**src/rtl/mcba_pkg.sv**
```systemverilog
`timescale 1ns / 1ps
// ----------------------------------------------------------------------------
// mcba_pkg
// Shared constants, state and arc codes, and the result record of the
// min-cost bipartite assignment solver.
// ----------------------------------------------------------------------------
package mcba_pkg;

  localparam int DEF_MAX_WORKERS = 16;
  localparam int DEF_MAX_JOBS    = 16;
  localparam int DEF_MAX_EDGES   = 256;
  localparam int DEF_COST_WIDTH  = 32;

  localparam int IDX_IN_W    = 4;
  localparam int WEIGHT_IN_W = 32;
  localparam int TOTAL_W     = 48;
  localparam int CFG_DATA_W  = 5;
  localparam int CFG_INDEX_W = 1;
  localparam int QUEUE_DEPTH = 4;

  localparam logic [CFG_INDEX_W-1:0] CFG_WORKER_COUNT = 1'b0;
  localparam logic [CFG_INDEX_W-1:0] CFG_JOB_COUNT    = 1'b1;
  localparam logic [CFG_DATA_W-1:0]  CFG_COUNT_RESET  = 5'd1;

  // Residual arc classes: source->worker, worker->job, job->worker, job->sink
  typedef enum logic [1:0] {
    ARC_SRC,
    ARC_FWD,
    ARC_REV,
    ARC_SNK
  } arc_kind_t;

  typedef enum logic [3:0] {
    ST_LOAD,
    ST_INIT,
    ST_BF,
    ST_ARC_RD,
    ST_ARC_NODE,
    ST_ARC_EVAL,
    ST_CHECK,
    ST_ADD,
    ST_WALK_RD,
    ST_WALK_ARC,
    ST_WALK_EDGE,
    ST_DONE
  } state_t;

  typedef struct packed {
    logic                      valid;
    logic                      infeasible;
    logic signed [TOTAL_W-1:0] total_cost;
  } result_t;

endpackage

```
**src/rtl/mcba_front.sv**
```systemverilog
`timescale 1ns / 1ps
// ----------------------------------------------------------------------------
// mcba_front
// Takes edge commands, clamps the weight to the cost range and packs an
// entry for the queue. Holds busy from the closing edge until its result.
// ----------------------------------------------------------------------------
module mcba_front #(
  parameter int COST_WIDTH = mcba_pkg::DEF_COST_WIDTH,
  parameter int ENTRY_W    = 2 * mcba_pkg::IDX_IN_W + COST_WIDTH + 1
) (
  input  logic                                  clk,
  input  logic                                  rst_n,
  input  logic                                  start,
  output logic                                  busy,
  input  logic [mcba_pkg::IDX_IN_W-1:0]         in_edge_worker,
  input  logic [mcba_pkg::IDX_IN_W-1:0]         in_edge_job,
  input  logic signed [mcba_pkg::WEIGHT_IN_W-1:0] in_edge_weight,
  input  logic                                  in_last_edge,
  input  mcba_pkg::result_t                     res_i,
  input  logic                                  q_full,
  output logic                                  q_push,
  output logic [ENTRY_W-1:0]                    q_data
);

  localparam logic signed [63:0] W_HI = (64'sd1 <<< (COST_WIDTH - 1)) - 64'sd1;
  localparam logic signed [63:0] W_LO = -W_HI - 64'sd1;

  logic                    busy_r, busy_nxt;
  logic                    accept;
  logic signed [63:0]      wt_ext;
  logic [COST_WIDTH-1:0]   wt_sat;

  assign busy   = busy_r | q_full;
  assign accept = start & ~busy;
  assign wt_ext = 64'(in_edge_weight);

  always_comb begin
    if (wt_ext > W_HI) begin
      wt_sat = W_HI[COST_WIDTH-1:0];
    end else if (wt_ext < W_LO) begin
      wt_sat = W_LO[COST_WIDTH-1:0];
    end else begin
      wt_sat = wt_ext[COST_WIDTH-1:0];
    end
  end

  always_comb begin
    busy_nxt = busy_r;
    if (accept && in_last_edge) begin
      busy_nxt = 1'b1;
    end else if (res_i.valid) begin
      busy_nxt = 1'b0;
    end
  end

  always_ff @(posedge clk) begin
    if (!rst_n) begin
      busy_r <= 1'b0;
    end else begin
      busy_r <= busy_nxt;
    end
  end

  assign q_push = accept;
  assign q_data = {in_edge_worker, in_edge_job, wt_sat, in_last_edge};

endmodule

```
**config.mk**
```make
export PLATFORM = sky130hd
export DESIGN_NAME = mcba_front
export DESIGN_NICKNAME = d
export VERILOG_FILES = /design/src/rtl/mcba_pkg.sv /design/src/rtl/mcba_front.sv
export SDC_FILE = /design/constraint.sdc
export NUM_CORES = 1
export LEC_CHECK = 0
export BUFFER_PORTS_ARGS = -buffer_cell sky130_fd_sc_hd__buf_2
export CAP_MARGIN = 25
export CORE_AREA = 2 2 53 55
export CTS_BUF_LIST = sky130_fd_sc_hd__clkbuf_8
export CTS_CLUSTER_SIZE = 14
export DETAILED_ROUTE_END_ITERATION = 10
export DIE_AREA = 0 0 55 57
export GPL_ROUTABILITY_DRIVEN = 0
export PLACE_DENSITY = 0.68
export SYNTH_ARGS = -nofsm -noshare
export SYNTH_HDL_FRONTEND = slang
export SYNTH_SLANG_ARGS = --single-unit
```
**constraint.sdc**
```tcl
create_clock -name clk -period 2.09 [get_ports clk]
set_clock_uncertainty 0.2 [all_clocks]
set_input_delay 0.418 -clock clk [delete_from_list [all_inputs] [get_ports clk]]
set_output_delay 0.418 -clock clk [all_outputs]
set_load 0.02 [all_outputs]
```
# --- Word-level counts from Yosys, hierarchy flattened ---
# Index checks and enable logic that the tools add are counted.
op_classes:
  n_bitwise: 3
  muxes: 4
  n_reduce_logical: 2
  n_lt_le_gt_ge: 2
op_table:
  columns: ["cell", "n"]
  rows:
  - ["32-bit two-way mux", 2]
  - ["32-bit > comparator (second input constant)", 1]
  - ["32-bit < comparator (second input constant)", 1]
  - ["1-bit two-way mux", 2]
  - ["2-bit nonzero test", 1]
  - ["1-bit bitwise AND", 1]
  - ["1-bit logical AND", 1]
  - ["1-bit NOT", 1]
  - ["1-bit OR", 1]
word_totals:
  reg_bits: 1
  elab_cells: 12
  inputBits: 95
  out_inout_bits: 43

# --- Depth between registers and ports, before layout ---
logic_depth:
  word_depth: 5
  depth_mapped: 2
  depth_no_buf: 2

# --- Worst setup path after synthesis ---
# Ideal clock, no wire load.
synth_timing:
  kind: "input port to output port"
  from: "input port q_full"
  to: "output port q_push"
  cell_stages: 2
  slack_ns: 0.443
  required_time_ns: 1.472
  n_path_buf: 0
  arrival_ns: 1.029
  path_cell_list: "or2_1 nor2_1"
synth_between:
  elab_chain_cells: 3
synth_rtl:
  columns: ["item", "line_no", "text"]
  rows:
  - ["start, declared", "mcba_front.sv:20", "input logic q_full,"]
  - ["1-bit OR", "mcba_front.sv:33", "assign busy = busy_r | q_full;"]
  - ["1-bit NOT", "mcba_front.sv:34", "assign accept = start & ~busy;"]
  - ["1-bit bitwise AND", "mcba_front.sv:34", null]
  - ["end, declared", "mcba_front.sv:21", "output logic q_push,"]
# Every way passes these cells.

# --- Final worst setup path ---
# Ends and elaborated chain as after synthesis.

==> impl_metrics.tcl <==
set metrics [dict create \
    status "completed" \
    max_freq_mhz 627 \
    vias 120 \
    drt.antenna.violating_nets 0 \
    io_pins 138 \
    cts_hold_buf 0 \
    insertion_delay_ns 0 \
    critical_path.cell_chain "buf_2, or2_1, nor2_1, buf_2" \
    first_pass_iters 1 \
    netlist_area_um2 248 \
    grt_antenna_before_repair 0 \
    power.density_nw_per_um2 268 \
    dp_slack_ns 0.492 \
    final_nets 112 \
    fin_crit_ns 1.59 \
    setup_tns_ns 0 \
    power.total_mw 0.0372 \
    slowest_delay_ns 0.21 \
    drc 0 \
    cp.arrival_ns 0.98 \
    synthCells 48 \
    top_register "busy_r" \
    grt_pass1_vias 135 \
    hold_end "busy_r" \
    cp-end-kind "output pin" \
    post_cts_buffers 0 \
    slew_violations 0 \
    hold_violations 0 \
    drive_gt1_frac 0.533 \
    synth_cell_types 9 \
    worstMarginPinSlew_ns 0.108 \
    dieArea_um2 3140 \
    finalNonFillerCells 46 \
    syn_avg_cell_area_um2 5.16 \
    io_buffers 8 \
    cts_resized 0 \
    holdPathStages 2 \
    grt_max_degree 4 \
    relSlewSlack 0.929 \
    rows 19 \
    hold_start "busy_r" \
    placedCellCount 46 \
    die_w_um 55 \
    reg2reg_depth 2 \
    critPathTopFamily "simple AND/OR/NAND/NOR gates" \
    rrSetupSlack_ns 1.10 \
    slowest_stage "or2_1" \
    cp_common_cell "buf_2" \
    wire_per_inst_um 9.15 \
    area_delta_synth_final_pct -43.9 \
    synth_fp_nets 143 \
    top_regs "busy_r: 1 flops" \
    min_period_over_period 0.763 \
    grt_usage 0.0243 \
    crit_type "primary input to output pin" \
    yosys_warnings 0 \
    clk_pin_slew_ns 0 \
    core-area_um2 2620 \
    synth_seq_cells 1 \
    reg2reg_to "busy_r" \
    setup.worst_path.start_class "primary input" \
    p_leak_nw 0.0618 \
    reg2reg_from "busy_r" \
    avgViaCountPerCell 2.61 \
    grt_overflow_total 0 \
    largest_register_ffs 1 \
    initial_core_util 0.0947 \
    critPathRequiredTime_ns 1.47 \
    layout_setup_ws_ns 0.496 \
    ys_seq_area_frac 0.0808 \
    peakVddDrop_v 0.000106 \
    crit_buf_inv 2 \
    layout_commonest_cell "buf_2" \
    grt_pass1_wl_um 607 \
    rsz0062_at_grt "false" \
    setup_viol 0 \
    drt-initial-drc-count 0 \
    hp-class "flop to flop" \
    die_h_um 57 \
    routed_wl_um 421 \
    crit_fanout 2 \
    maxCapViolCount 0 \
    diodes 0 \
]
[kinds of logic (layout without fill, tap and decap cells)]
family,after synthesis,after routing,share of synthesized area
flip-flops,1,1,0.0808
AND/OR/NAND/NOR,4,4,0.116
buffers and inverters,42,9,0.773
AO/OA/AOI/OAI,1,1,0.0303
[worst max-delay path by stage]
| stage | from | to | slack [ns] | cells after the start |
|---|---|---|---|---|
| 5_1_grt | q_full | q_push | 0.43 | 4 |
| 2_1_floorplan | q_full | q_push | 0.44 | 2 |
| 6_report | q_full | q_push | 0.50 | 4 |
| 3_3_place_gp | q_full | q_push | 0.50 | 4 |
| 4_1_cts | q_full | q_push | 0.49 | 4 |
| 3_5_place_dp | q_full | q_push | 0.49 | 4 |
[stage by stage]
step           hold slack (ns)    util  instance area [µm²]
2_1_floorplan            0.336       -                  248
3_3_place_gp             0.385  0.0531                  139
3_5_place_dp             0.382  0.0531                  139
4_1_cts                  0.389  0.0531                  139
5_1_grt                  0.429  0.0531                  139
6_report                 0.384  0.0531                  139
[synthesized netlist by cell type]
cell      count  area share
and4bb_1      1       0.050
buf_4         9        0.27
clkbuf_1     32        0.48
dfxtp_1       1       0.081
inv_1         1       0.015
nor2_1        1       0.015
nor2b_1       1       0.025
o21a_1        1       0.030
or2_1         1       0.025
[tightest hold or removal path: stages (launching register included)]
cell	delay [ns]
dfxtp_1	0.31
nor2b_1	0.13
o21a_1	0.11
[area by class of cell]
type | instances | area (µm²)
well taps | 31 | 38.8
repair buffers | 8 | 40.0
inverters | 1 | 3.75
flip-flops and latches | 1 | 20.0
fillers | 314 | 2480
multi-input cells | 5 | 36.3
[per-layer routing]
metal | global-route usage | vias to the layer above | part of all wire
met3 | 0.0419 | 20 | 0.34
met5 | 0 | - | 0
met4 | 0.0453 | 0 | 0.16
met1 | 0.0129 | 41 | 0.17
li1 | - | 39 | -
met2 | 0.0170 | 20 | 0.32
[where the power goes]
| group | switching (mW) | internal (mW) |
|---|---|---|
| logic | 0.00857 | 0.00803 |
| registers | 0.000387 | 0.0202 |
| clock network | 0 | 0 |
| total | 0.00896 | 0.0283 |
No activity file was read; power rests on OpenSTA's default activity.
