File: src/rtl/mcba_pkg.sv
`timescale 1ns / 1ps
// ----------------------------------------------------------------------------
// mcba_pkg
// Shared constants, state and arc codes, and the result record of the
// min-cost bipartite assignment solver.
// ----------------------------------------------------------------------------
package mcba_pkg;

  localparam int DEF_MAX_WORKERS = 16;
  localparam int DEF_MAX_JOBS    = 16;
  localparam int DEF_MAX_EDGES   = 256;
  localparam int DEF_COST_WIDTH  = 32;

  localparam int IDX_IN_W    = 4;
  localparam int WEIGHT_IN_W = 32;
  localparam int TOTAL_W     = 48;
  localparam int CFG_DATA_W  = 5;
  localparam int CFG_INDEX_W = 1;
  localparam int QUEUE_DEPTH = 4;

  localparam logic [CFG_INDEX_W-1:0] CFG_WORKER_COUNT = 1'b0;
  localparam logic [CFG_INDEX_W-1:0] CFG_JOB_COUNT    = 1'b1;
  localparam logic [CFG_DATA_W-1:0]  CFG_COUNT_RESET  = 5'd1;

  // Residual arc classes: source->worker, worker->job, job->worker, job->sink
  typedef enum logic [1:0] {
    ARC_SRC,
    ARC_FWD,
    ARC_REV,
    ARC_SNK
  } arc_kind_t;

  typedef enum logic [3:0] {
    ST_LOAD,
    ST_INIT,
    ST_BF,
    ST_ARC_RD,
    ST_ARC_NODE,
    ST_ARC_EVAL,
    ST_CHECK,
    ST_ADD,
    ST_WALK_RD,
    ST_WALK_ARC,
    ST_WALK_EDGE,
    ST_DONE
  } state_t;

  typedef struct packed {
    logic                      valid;
    logic                      infeasible;
    logic signed [TOTAL_W-1:0] total_cost;
  } result_t;

endpackage

File: src/rtl/mcba_queue.sv
`timescale 1ns / 1ps
// ----------------------------------------------------------------------------
// mcba_queue
// Small FIFO between the command front and the solver.
// ----------------------------------------------------------------------------
module mcba_queue #(
  parameter int DATA_W = 8,
  parameter int DEPTH  = mcba_pkg::QUEUE_DEPTH
) (
  input  logic              clk,
  input  logic              rst_n,
  input  logic              push,
  input  logic [DATA_W-1:0] push_data,
  input  logic              pop,
  output logic [DATA_W-1:0] pop_data,
  output logic              empty,
  output logic              full
);

  localparam int AW = (DEPTH > 1) ? $clog2(DEPTH) : 1;
  localparam int CW = $clog2(DEPTH + 1);

  logic [DATA_W-1:0] slot_r [DEPTH];
  logic [AW-1:0]     wr_ptr_r, wr_ptr_nxt, rd_ptr_r, rd_ptr_nxt;
  logic [CW-1:0]     cnt_r, cnt_nxt;
  logic              do_push, do_pop;

  assign empty    = (cnt_r == '0);
  assign full     = (cnt_r == CW'(DEPTH));
  assign do_push  = push & ~full;
  assign do_pop   = pop & ~empty;
  assign pop_data = slot_r[rd_ptr_r];

  always_comb begin
    wr_ptr_nxt = wr_ptr_r;
    rd_ptr_nxt = rd_ptr_r;
    cnt_nxt    = cnt_r;
    if (do_push) begin
      wr_ptr_nxt = (wr_ptr_r == AW'(DEPTH - 1)) ? '0 : wr_ptr_r + AW'(1);
    end
    if (do_pop) begin
      rd_ptr_nxt = (rd_ptr_r == AW'(DEPTH - 1)) ? '0 : rd_ptr_r + AW'(1);
    end
    if (do_push && !do_pop) begin
      cnt_nxt = cnt_r + CW'(1);
    end else if (do_pop && !do_push) begin
      cnt_nxt = cnt_r - CW'(1);
    end
  end

  always_ff @(posedge clk) begin
    if (!rst_n) begin
      wr_ptr_r <= '0;
      rd_ptr_r <= '0;
      cnt_r    <= '0;
    end else begin
      wr_ptr_r <= wr_ptr_nxt;
      rd_ptr_r <= rd_ptr_nxt;
      cnt_r    <= cnt_nxt;
    end
  end

  always_ff @(posedge clk) begin
    if (do_push) begin
      slot_r[wr_ptr_r] <= push_data;
    end
  end

endmodule

File: config.mk
export PLATFORM = sky130hd
export DESIGN_NAME = mcba_queue
export DESIGN_NICKNAME = d
export VERILOG_FILES = /design/src/rtl/mcba_pkg.sv /design/src/rtl/mcba_queue.sv
export SDC_FILE = /design/constraint.sdc
export NUM_CORES = 1
export LEC_CHECK = 0
export BUFFER_PORTS_ARGS = -buffer_cell sky130_fd_sc_hd__buf_2
export CELL_PAD_IN_SITES_DETAIL_PLACEMENT = 1
export CELL_PAD_IN_SITES_GLOBAL_PLACEMENT = 1
export CORE_MARGIN = 2
export CORE_UTILIZATION = 38
export DETAILED_ROUTE_END_ITERATION = 10
export HOLD_SLACK_MARGIN = 0.1
export PLACE_DENSITY_LB_ADDON = 0.1
export SKIP_CTS_REPAIR_TIMING = 1
export SLEW_MARGIN = 30
export SYNTH_ARGS = -nofsm -noshare
export SYNTH_HDL_FRONTEND = slang
export SYNTH_SLANG_ARGS = --single-unit
File: constraint.sdc
create_clock -name clk -period 3.04 [get_ports clk]
set_clock_uncertainty 0.15 [all_clocks]
set_input_delay 0.456 -clock clk [delete_from_list [all_inputs] [get_ports clk]]
set_output_delay 0.456 -clock clk [all_outputs]
set_load 0.02 [all_outputs]
Word level (Yosys, flattened, before mapping)
Memories as Yosys holds them, arrays and structs flattened. A register that Yosys moved wholly into a read port is not among the register bits.
Index checks and enable logic that the tools add are counted.

word-level totals
  bits in writable memories = 32
  flip-flop bits (word level) = 7
  logic and storage cells = 29
  memories kept = 1
  bits of input ports = 12
  output and inout bits = 10

operators by class
  reductions and logical operators = 6
  bitwise logic cells = 4
  mux-type cells = 8
  add/sub/neg operators = 4
  eq/ne operators = 3

memories
  memory  depth  bits a word  rd ports  clocked after Yosys merged registers in  write ports  line              text
  slot_r  4      8            1         1                                        1            mcba_queue.sv:23  logic [DATA_W-1:0] slot_r [DEPTH];

operator list
  cell                 count
  $mux 2               4
  $mux 3               2
  $add 2x1->2 const B  2
  $eq 2x2->1 const B   2
  $add 3x1->3 const B  1
  $eq 3x3->1 const B   1
  $logic_not 3->1      1
  $sub 3x1->3 const B  1
  $and 1x1->1          2
  $logic_and 1x1->1    2
  $logic_not 1->1      2
  $mux 1               2
  $not 1->1            2
  $reduce_bool 2->1    1

Longest topological paths before layout
Gate-level depths: netlist of run 1.

  word-level depth = 7
  depth in mapped cells = 9
  mapped depth without buffers = 8

Least setup slack after synthesis of run 1
OpenSTA, ideal clock, no wires.

  kind = reg2reg
  from = reg cnt_r[0]
  to = reg cnt_r[2]
  arrival = 2017 ps
  library setup time = 76 ps
  buffers on the path = 0
  setup slack = 797 ps
  required time = 2814 ps
  cell stages (with the launch flop) = 8
  clock period less this slack = 2243 ps
  cell sequence = dfxtp_1 o31ai_1 ha_1 inv_1 fa_1 xor2_1 or3_1 a21boi_0

on the way
  cells in the longest elaborated chain, start to end = 6
  elaborated cells between the ends (all ways) = 15
  those cells by class = add/sub: 2; eq/ne: 1; mux: 2; bitwise: 4; reduce/logical: 6

RTL lines
  element                                                              line              text
  from (decl)                                                          mcba_queue.sv:25  logic [CW-1:0] cnt_r, cnt_nxt;
  from (signal assigned)                                               mcba_queue.sv:59  cnt_r <= cnt_nxt;
  parallel branches: the longest is 6 deep, another holds $sub 3x1->3  -

Parallel ways; which one is timed is not known. The select of a mux whose other input is x is not followed.
A chain may end at the register's enable or synchronous reset.

Final worst setup path of run 1
Ends and elaborated chain as after synthesis.

==> flow_metrics.env, run 1 <==
export IMPL_cp_num_buf_inv=1
export IMPL_die_w_um=69.5
export IMPL_p_per_area_mw_per_mm2=808
export IMPL_status="completed"
export IMPL_ctsLongestPathBuffers=2
export IMPL_setup_viol=0
export IMPL_tritoncts="built"
export IMPL_muxShareOfSynthArea=0.129
export IMPL_crit_path_start_kind="register"
export IMPL_p_int_mw=1.04
export IMPL_gp_congestion=0.634
export IMPL_seq_power_share=0.509
export IMPL_grt_pass1_wl_mm=4.62
export IMPL_holdPathStages=1
export IMPL_insertedDiodeCount=0
export IMPL_min_period_over_period=0.821
export IMPL_avgSynthCellArea_um2=17.5
export IMPL_start_util=0.402
export IMPL_end_kind="register"
export IMPL_p_clk_frac=0.224
export IMPL_final_net_count=136
export IMPL_synth_top_family_by_area="multiplexers"
export IMPL_synth_area_leaders="edfxtp_1 59%, dfxtp_1 11%, mux4_2 11%"
export IMPL_antenna_found_initial=0
export IMPL_syn_to_final_growth_pct=14.2
export IMPL_first_iter_violations=34
export IMPL_clk_latency_ns=0.29
export IMPL_vias=838
export IMPL_synth_compound_area_frac=0.0184
export IMPL_path_class="register to register"
export IMPL_p_leak_nw=0.674
export IMPL_min_period_ns=2.50
export IMPL_syn_nets=112
export IMPL_detail_route_antenna_nets=0
export IMPL_ys_seq_area_frac=0.700
export IMPL_gr_total_overflow=0
export IMPL_port_buffers=21
export IMPL_num_rows=23
export IMPL_layout_cells_most_common_list="32 x edfxtp_1, 21 x buf_2, 9 x dfxtp_1"
export IMPL_num_io_pins=22
export IMPL_cts_sinks=41
export IMPL_hpwlAfterDp_mm=1.91
export IMPL_netlist_area_mm2=0.00163
export IMPL_syn_inst=93
export IMPL_ys_types=23
export IMPL_path_clk_slew_ns=0.08
export IMPL_max_clock_freq_mhz=401
export IMPL_hold_viol=0
export IMPL_worstHoldStart="push_data[6]"
export IMPL_worst_pin_slew_ns=0.613
export IMPL_first_pass_iters=3
export IMPL_finalSetupTns_ns=0
export IMPL_regArea_mm2=0.00114
export IMPL_grt_pass1_vias=934
export IMPL_synthAdderAreaFrac=0.0583
export IMPL_routedWlPerCell_um=16.1
export IMPL_rsz0062_at_grt="false"
export IMPL_drv_cap=0
export IMPL_die_y_um=69.5
export IMPL_die_area_mm2=0.00483
export IMPL_hold_end="slot_r[0][6]"
export IMPL_slowest_delay_ns=0.57
export IMPL_power_frac_comb=0.267
export IMPL_drc_errors=0
export IMPL_ys_ff_latch=41
export IMPL_core_area_mm2=0.00406
export IMPL_multi_input_area_um2=460
export IMPL_mostFrequentLayoutCell="edfxtp_1"
export IMPL_yosysTopAreaCellShare=0.589
export IMPL_htreeDepth=2
export IMPL_r2r_start="cnt_r[0]"
export IMPL_r2r_slack_ns=0.54
export IMPL_p_sw_frac=0.308
export IMPL_peakVddDrop_uv=300
export IMPL_finish_utilization=0.459
export IMPL_yosysWarnings=0
export IMPL_arrival_ns=2.56
export IMPL_fin_hold_ws_ns=0.229
export IMPL_ff2ff_path_depth=7
export IMPL_wl_mm=2.70
export IMPL_rr_endpoint="cnt_r[2]"
export IMPL_grt_max_degree=13
export IMPL_critPathMaxFanout=5
export IMPL_crit_chain="o31ai_1, ha_1, inv_1, fa_1, xor2_1, or3_1, a21boi_0"
export IMPL_cts_made_buffers=5
export IMPL_cp_slowest_cell="o31ai_1"
export IMPL_path_delay_family="compound AO/OA/AOI/OAI gates"
export IMPL_required_ns=3.11
export IMPL_synth_xor_area_frac=0.0107
export IMPL_root_buffer="clkbuf_8"
export IMPL_maxSlewViolCount=0
export IMPL_grt_usage=0.129
export IMPL_drt_vias_per_instance=4.99
export IMPL_synthSimpleGateAreaFrac=0.0660
export IMPL_switchingPower_mw=0.464
export IMPL_maxSlewHeadroom=0.588
export IMPL_nFillCells=408
export IMPL_hp_class="primary input to register"
export IMPL_drive_gt1_frac=0.305
export IMPL_synth_top_area_cell="edfxtp_1"
kinds of logic after synthesis:
logic type	Yosys count
muxes	11
AOI/OAI and AO/OA	5
and+or+nand+nor	20
buffers and inverters	7
xor gates and xnor gates	2
DFF	41
adders and majority gates	7
per-layer routing:
metal  vias up  routed length (µm)  track usage
met4         0                  49       0.0588
met5         -                   0            0
met1       423                1220        0.166
li1        395                   -            -
met2        15                1330        0.196
met3         5                  99       0.0465
cells in the mapped netlist, drive strengths merged:
cell,number
or3,1
nand2,6
nor3b,1
o31ai,1
fa,1
ha,6
mux4,8
nor2b,2
inv,3
nand3,2
clkbuf,1
xnor2,1
a21boi,1
and2,5
nor2,2
dfxtp,9
edfxtp,32
xor2,1
o21ai,3
buf,3
nor3,1
mux2i,3
worst max path at each step:
stage | from | to | slack (ns) | depth (start not counted)
final | cnt_r[0] | cnt_r[2] | 0.54 | 7
after CTS | cnt_r[0] | cnt_r[2] | 0.51 | 7
after floorplan | cnt_r[0] | cnt_r[2] | 0.80 | 7
after global routing | cnt_r[1] | cnt_r[2] | 0.24 | 7
after detailed placement | push | cnt_r[2] | 0.50 | 8
after global placement | push | cnt_r[2] | 0.58 | 8
power groups by stage:
stage | clock [mW] | sequential [mW] | combinational (mW)
5_1_grt | 0.373 | 0.782 | 0.447
2_1_floorplan | 0 | 0.735 | 0.332
6_report | 0.337 | 0.765 | 0.402
3_5_place_dp | 0 | 0.782 | 0.413
4_1_cts | 0.350 | 0.771 | 0.414
3_3_place_gp | 0 | 0.778 | 0.403
metrics by stage:
step                      std cells  cell area (µm²)  worst slack [ns]  power [mW]
after floorplan                  93             1630             0.797        1.07
after global placement          160             1780             0.577        1.18
after detailed placement        160             1780             0.503        1.19
after CTS                       168             1860             0.511        1.53
after global routing            168             1860             0.238        1.60
final                           168             1860             0.544        1.50
registers in the layout (all words and copies together) (netlist names), named ones only:
signal,cells
slot_r,32
cnt_r,3
wr_ptr_r,2
rd_ptr_r,2
layout make-up:
cell class / instances / area share
Timing Repair Buffer: 21 / 0.0565
Clock inverter: 1 / 0.00269
Multi-Input combinational cell: 45 / 0.247
Clock buffer: 7 / 0.0410
Inverter: 3 / 0.00605
Sequential cell: 41 / 0.613
Tap cell: 50 / 0.0336
(Power assumes the default switching activity.)
==> run 2: changes to the inputs <==
Clock period 3.04 ns to 2.3 ns, I/O delays scaled along.
==> run 2 against run 1 <==
Compared with the run above: routed wire length up 1.3%; sequential share of layout area down 2.0 points; power up 43%; global-route usage down 0.68 points; final area up 3.7%; via count up 0.48%; combinational power up 49%; hold slack worse by 0.10 ns; die area unchanged; core utilization up 1.7 points; sequential cell count unchanged; register-to-register slack worse by 0.42 ns; highest routed layer unchanged.
==> flow_metrics.env, run 2 (synthesis results as in run 1) <==
export IMPL_p_total_mw=2.15
export IMPL_cp_slowest_cell="fa_1"
export IMPL_vias=842
export IMPL_final_net_count=139
export IMPL_status="completed"
export IMPL_path_clk_slew_ns=0.07
export IMPL_regMostFlops="slot_r"
export IMPL_end_kind="register"
export IMPL_start_util=0.402
export IMPL_dpl_cell_area_mm2=0.00180
export IMPL_cts_made_buffers=5
export IMPL_grt_pass1_vias=876
export IMPL_max_clock_freq_mhz=459
export IMPL_syn_to_final_growth_pct=18.4
export IMPL_port_buffers=21
export IMPL_first_pass_iters=4
export IMPL_drv_cap=0
export IMPL_root_buffer="clkbuf_8"
export IMPL_arrival_ns=2.24
export IMPL_tritoncts="built"
export IMPL_core_area_mm2=0.00406
export IMPL_first_iter_violations=39
export IMPL_num_io_pins=22
export IMPL_path_class="register to register"
export IMPL_die_area_mm2=0.00483
export IMPL_mostFrequentLayoutCell="edfxtp_1"
export IMPL_hp_class="primary input to register"
export IMPL_routedWlPerCell_um=16.0
export IMPL_p_per_area_mw_per_mm2=1110
export IMPL_required_ns=2.36
export IMPL_crit_path_start_kind="register"
export IMPL_grt_usage=0.122
export IMPL_clk_latency_ns=0.29
export IMPL_worst_pin_slew_ns=0.443
export IMPL_grt_max_degree=14
export IMPL_min_period_over_period=0.946
export IMPL_hold_viol=0
export IMPL_top_regs="slot_r: 32 flops, cnt_r: 3 flops"
export IMPL_die_w_um=69.5
export IMPL_rsz0062_at_grt="false"
export IMPL_ctsLongestPathBuffers=2
export IMPL_design_area_mm2=0.00193
export IMPL_gp_congestion=0.643
export IMPL_hpwlAfterDp_mm=1.84
export IMPL_path_delay_family="simple AND/OR/NAND/NOR gates"
export IMPL_layout_cells_most_common_list="32 x edfxtp_1, 21 x buf_2, 8 x mux4_2"
export IMPL_die_y_um=69.5
export IMPL_fin_hold_ws_ns=0.125
export IMPL_cp_num_buf_inv=1
export IMPL_num_rows=23
export IMPL_gr_total_overflow=0
export IMPL_drive_gt1_frac=0.372
export IMPL_p_leak_nw=0.702
export IMPL_wl_mm=2.74
export IMPL_critPathMaxFanout=5
export IMPL_crit_chain="nor3b_2, nor2b_1, ha_2, inv_1, fa_1, xor2_1, or3_1, a21boi_0"
export IMPL_maxSlewHeadroom=0.705
export IMPL_drt_vias_per_instance=4.92
export IMPL_finalSetupTns_ns=0
export IMPL_peakVddDrop_uv=437
export IMPL_insertedDiodeCount=0
export IMPL_maxSlewViolCount=0
export IMPL_antenna_found_initial=0
export IMPL_setup_viol=0
export IMPL_detail_route_antenna_nets=0
export IMPL_slowest_delay_ns=0.38
export IMPL_min_period_ns=2.18
export IMPL_largest_reg_flops=32
export IMPL_htreeDepth=2
export IMPL_drc_errors=0
export IMPL_grt_pass1_wl_mm=4.40
export IMPL_cts_sinks=41
-- run 2: worst register-to-register path: cells and delay by family (launching register included) --
family                   cells  cell delay, ns
AND/OR/NAND/NOR              3            0.65
adder cells (fa/ha/maj)      2            0.60
buffers and inverters        1            0.05
flip-flops                   1            0.36
AO/OA/AOI/OAI                1            0.16
XOR/XNOR                     1            0.16
-- run 2: path summary, 6_finish.rpt --
| kind | slack, ns | start | to | depth (start not counted) |
|---|---|---|---|---|
| worst min-delay path | 0.12 | push_data[1] | slot_r[0][1] | 1 |
| worst min register to register | 0.36 | wr_ptr_r[1] | wr_ptr_r[1] | 2 |
| worst max-delay path | 0.12 | cnt_r[2] | cnt_r[2] | 8 |
| worst max register to register | 0.12 | cnt_r[2] | cnt_r[2] | 8 |
-- run 2: per-stage QoR --
stage / cells / setup WS [ns] / util
4_1_cts: 171 / -0.0332 / 0.471
3_3_place_gp: 163 / 0.171 / 0.444
2_1_floorplan: 93 / 0.0571 / -
5_1_grt: 171 / 0.0201 / 0.476
6_report: 171 / 0.123 / 0.476
3_5_place_dp: 163 / 0.00369 / 0.444
-- run 2: power by group --
group	internal, mW	leakage (nW)	switching [mW]
combinational	0.281	0.279	0.319
sequential	0.916	0.368	0.0787
clock	0.322	0.0552	0.231
total	1.52	0.702	0.629
-- run 2: cell type report --
type | instances | area, µm²
well taps | 50 | 62.6
multi-input cells | 45 | 477
inverters | 3 | 11.3
clock inverters | 2 | 35.0
flip-flops and latches | 41 | 1140
repair buffers | 24 | 128
clock buffers | 6 | 72.6
fillers | 402 | 2130
-- run 2: metal layers --
metal	part of all wire	wire length (µm)	track usage	vias to the layer above
met1	0.46	1270	0.152	420
met4	0.011	29	0.0392	0
met3	0.041	111	0.0509	4
met2	0.48	1330	0.194	16
li1	-	-	-	402
met5	0	0	0	-
==> run 3: changes to the inputs <==
Settings changed: PLACE_DENSITY from default to 0.65, PLACE_DENSITY_LB_ADDON 0.1 to default.
==> run 3 against run 2 <==
Compared with the run above: core utilization is 0.37 points lower; largest cell class unchanged; critical path type unchanged; global-route usage is 0.49 points higher; routed wire length is 2.2% higher.
==> flow_metrics.env, run 3 (synthesis results as in run 1) <==
export IMPL_syn_to_final_growth_pct=17.5
export IMPL_mostFrequentLayoutCell="edfxtp_1"
export IMPL_nFillCells=393
export IMPL_slowest_delay_ns=0.38
export IMPL_required_ns=2.36
export IMPL_end_kind="register"
export IMPL_gr_total_overflow=0
export IMPL_setup_slack_ns=0.145
export IMPL_vias=843
export IMPL_gp_congestion=0.685
export IMPL_p_total_mw=2.08
export IMPL_critPathMaxFanout=5
export IMPL_largest_reg_flops=32
export IMPL_htreeDepth=2
export IMPL_drc_errors=0
export IMPL_drt_vias_per_instance=4.93
export IMPL_clk_latency_ns=0.28
export IMPL_cts_sinks=41
export IMPL_top_usage_layer="met2"
export IMPL_grt_usage=0.127
export IMPL_grtUsageMet1=0.147
export IMPL_crit_path_start_kind="register"
export IMPL_cp_num_buf_inv=1
export IMPL_preCtsSetupSlack_ns=0.0320
export IMPL_peakVddDrop_uv=419
export IMPL_status="completed"
export IMPL_drive_gt1_frac=0.372
export IMPL_cts_made_buffers=5
export IMPL_start_util=0.402
export IMPL_ctsLongestPathBuffers=2
export IMPL_path_clk_slew_ns=0.07
export IMPL_first_pass_iters=4
export IMPL_path_delay_family="adder cells"
export IMPL_grt_pass1_vias=918
export IMPL_insertedDiodeCount=0
export IMPL_multi_input_area_um2=479
export IMPL_met2_usage=0.215
export IMPL_first_iter_violations=25
export IMPL_hold_viol=0
export IMPL_die_area_mm2=0.00483
export IMPL_use_met3=0.0494
export IMPL_path_class="register to register"
export IMPL_regMostFlops="slot_r"
export IMPL_tritoncts="built"
export IMPL_hp_class="primary input to register"
export IMPL_hpwlAfterDp_mm=1.97
export IMPL_min_period_ns=2.15
export IMPL_die_y_um=69.5
export IMPL_core_area_mm2=0.00406
export IMPL_p_leak_nw=0.693
export IMPL_p_per_area_mw_per_mm2=1080
export IMPL_routedWlPerCell_um=16.4
export IMPL_grt_pass1_wl_mm=4.55
export IMPL_num_io_pins=22
export IMPL_detail_route_antenna_nets=0
export IMPL_final_net_count=139
export IMPL_wl_mm=2.80
export IMPL_layout_cells_most_common_list="32 x edfxtp_1, 21 x buf_2, 8 x mux4_2"
export IMPL_die_w_um=69.5
export IMPL_max_clock_freq_mhz=464
export IMPL_grt_max_degree=13
export IMPL_port_buffers=21
export IMPL_num_rows=23
export IMPL_regArea_mm2=0.00114
export IMPL_min_period_over_period=0.937
export IMPL_antenna_found_initial=0
export IMPL_worst_pin_slew_ns=0.465
export IMPL_drv_cap=0
export IMPL_maxSlewHeadroom=0.690
export IMPL_crit_chain="o31ai_4, ha_2, inv_1, fa_1, xor2_1, or3_1, a21boi_0"
export IMPL_top_regs="slot_r: 32 flops, cnt_r: 3 flops"
export IMPL_root_buffer="clkbuf_8"
export IMPL_cp_slowest_cell="fa_1"
export IMPL_maxSlewViolCount=0
export IMPL_arrival_ns=2.21
export IMPL_setup_viol=0
[run 3: changes by cell type in the layout (fill, tap and decap cells not counted), sizes merged]
cell / delta
clkbuf: +2
clkinv: -1
bufinv: -1
[run 3: path summary, 6_finish.rpt]
kind	from	endpoint	slack [ns]	cells after the start
setup / recovery	cnt_r[1]	cnt_r[2]	0.15	7
hold / removal	push_data[2]	slot_r[0][2]	0.12	1
setup reg to reg	cnt_r[1]	cnt_r[2]	0.15	7
hold reg to reg	wr_ptr_r[1]	wr_ptr_r[1]	0.35	2
[run 3: stage by stage]
step                instances   util  hold WS, ns  TNS, ns  area [µm²]
CTS                       171  0.467        0.117  -0.0291        1890
floorplan                  93      -        0.294        0        1630
global placement          163  0.444        0.340        0        1800
detailed placement        163  0.444        0.348        0        1800
global route              171  0.472        0.123  -0.0238        1920
finish                    171  0.472        0.125        0        1920
[run 3: area by class of cell]
| cell class | count | area share |
|---|---|---|
| Timing Repair Buffer | 24 | 0.0666 |
| Sequential cell | 41 | 0.598 |
| Inverter | 3 | 0.00588 |
| Multi-Input combinational cell | 45 | 0.250 |
| Clock buffer | 8 | 0.0470 |
| Tap cell | 50 | 0.0327 |
[run 3: worst reg2reg max path: cells and delay by family (launching register included)]
family          cells  cell delay, ns
xor+xnor            1            0.17
fa+ha+maj           2            0.62
flops               1            0.36
buf+inv             1            0.05
compound gates      2            0.43
simple gates        1            0.30
[run 3: power breakdown]
| part | switching [mW] | internal (mW) |
|---|---|---|
| sequential | 0.0765 | 0.916 |
| clock | 0.223 | 0.245 |
| combinational | 0.330 | 0.285 |
[run 3: layer usage]
layer	vias to the layer above	routed length (µm)
li1	403	-
met2	18	1480
met3	5	130
met5	-	0
met4	0	33
met1	417	1150
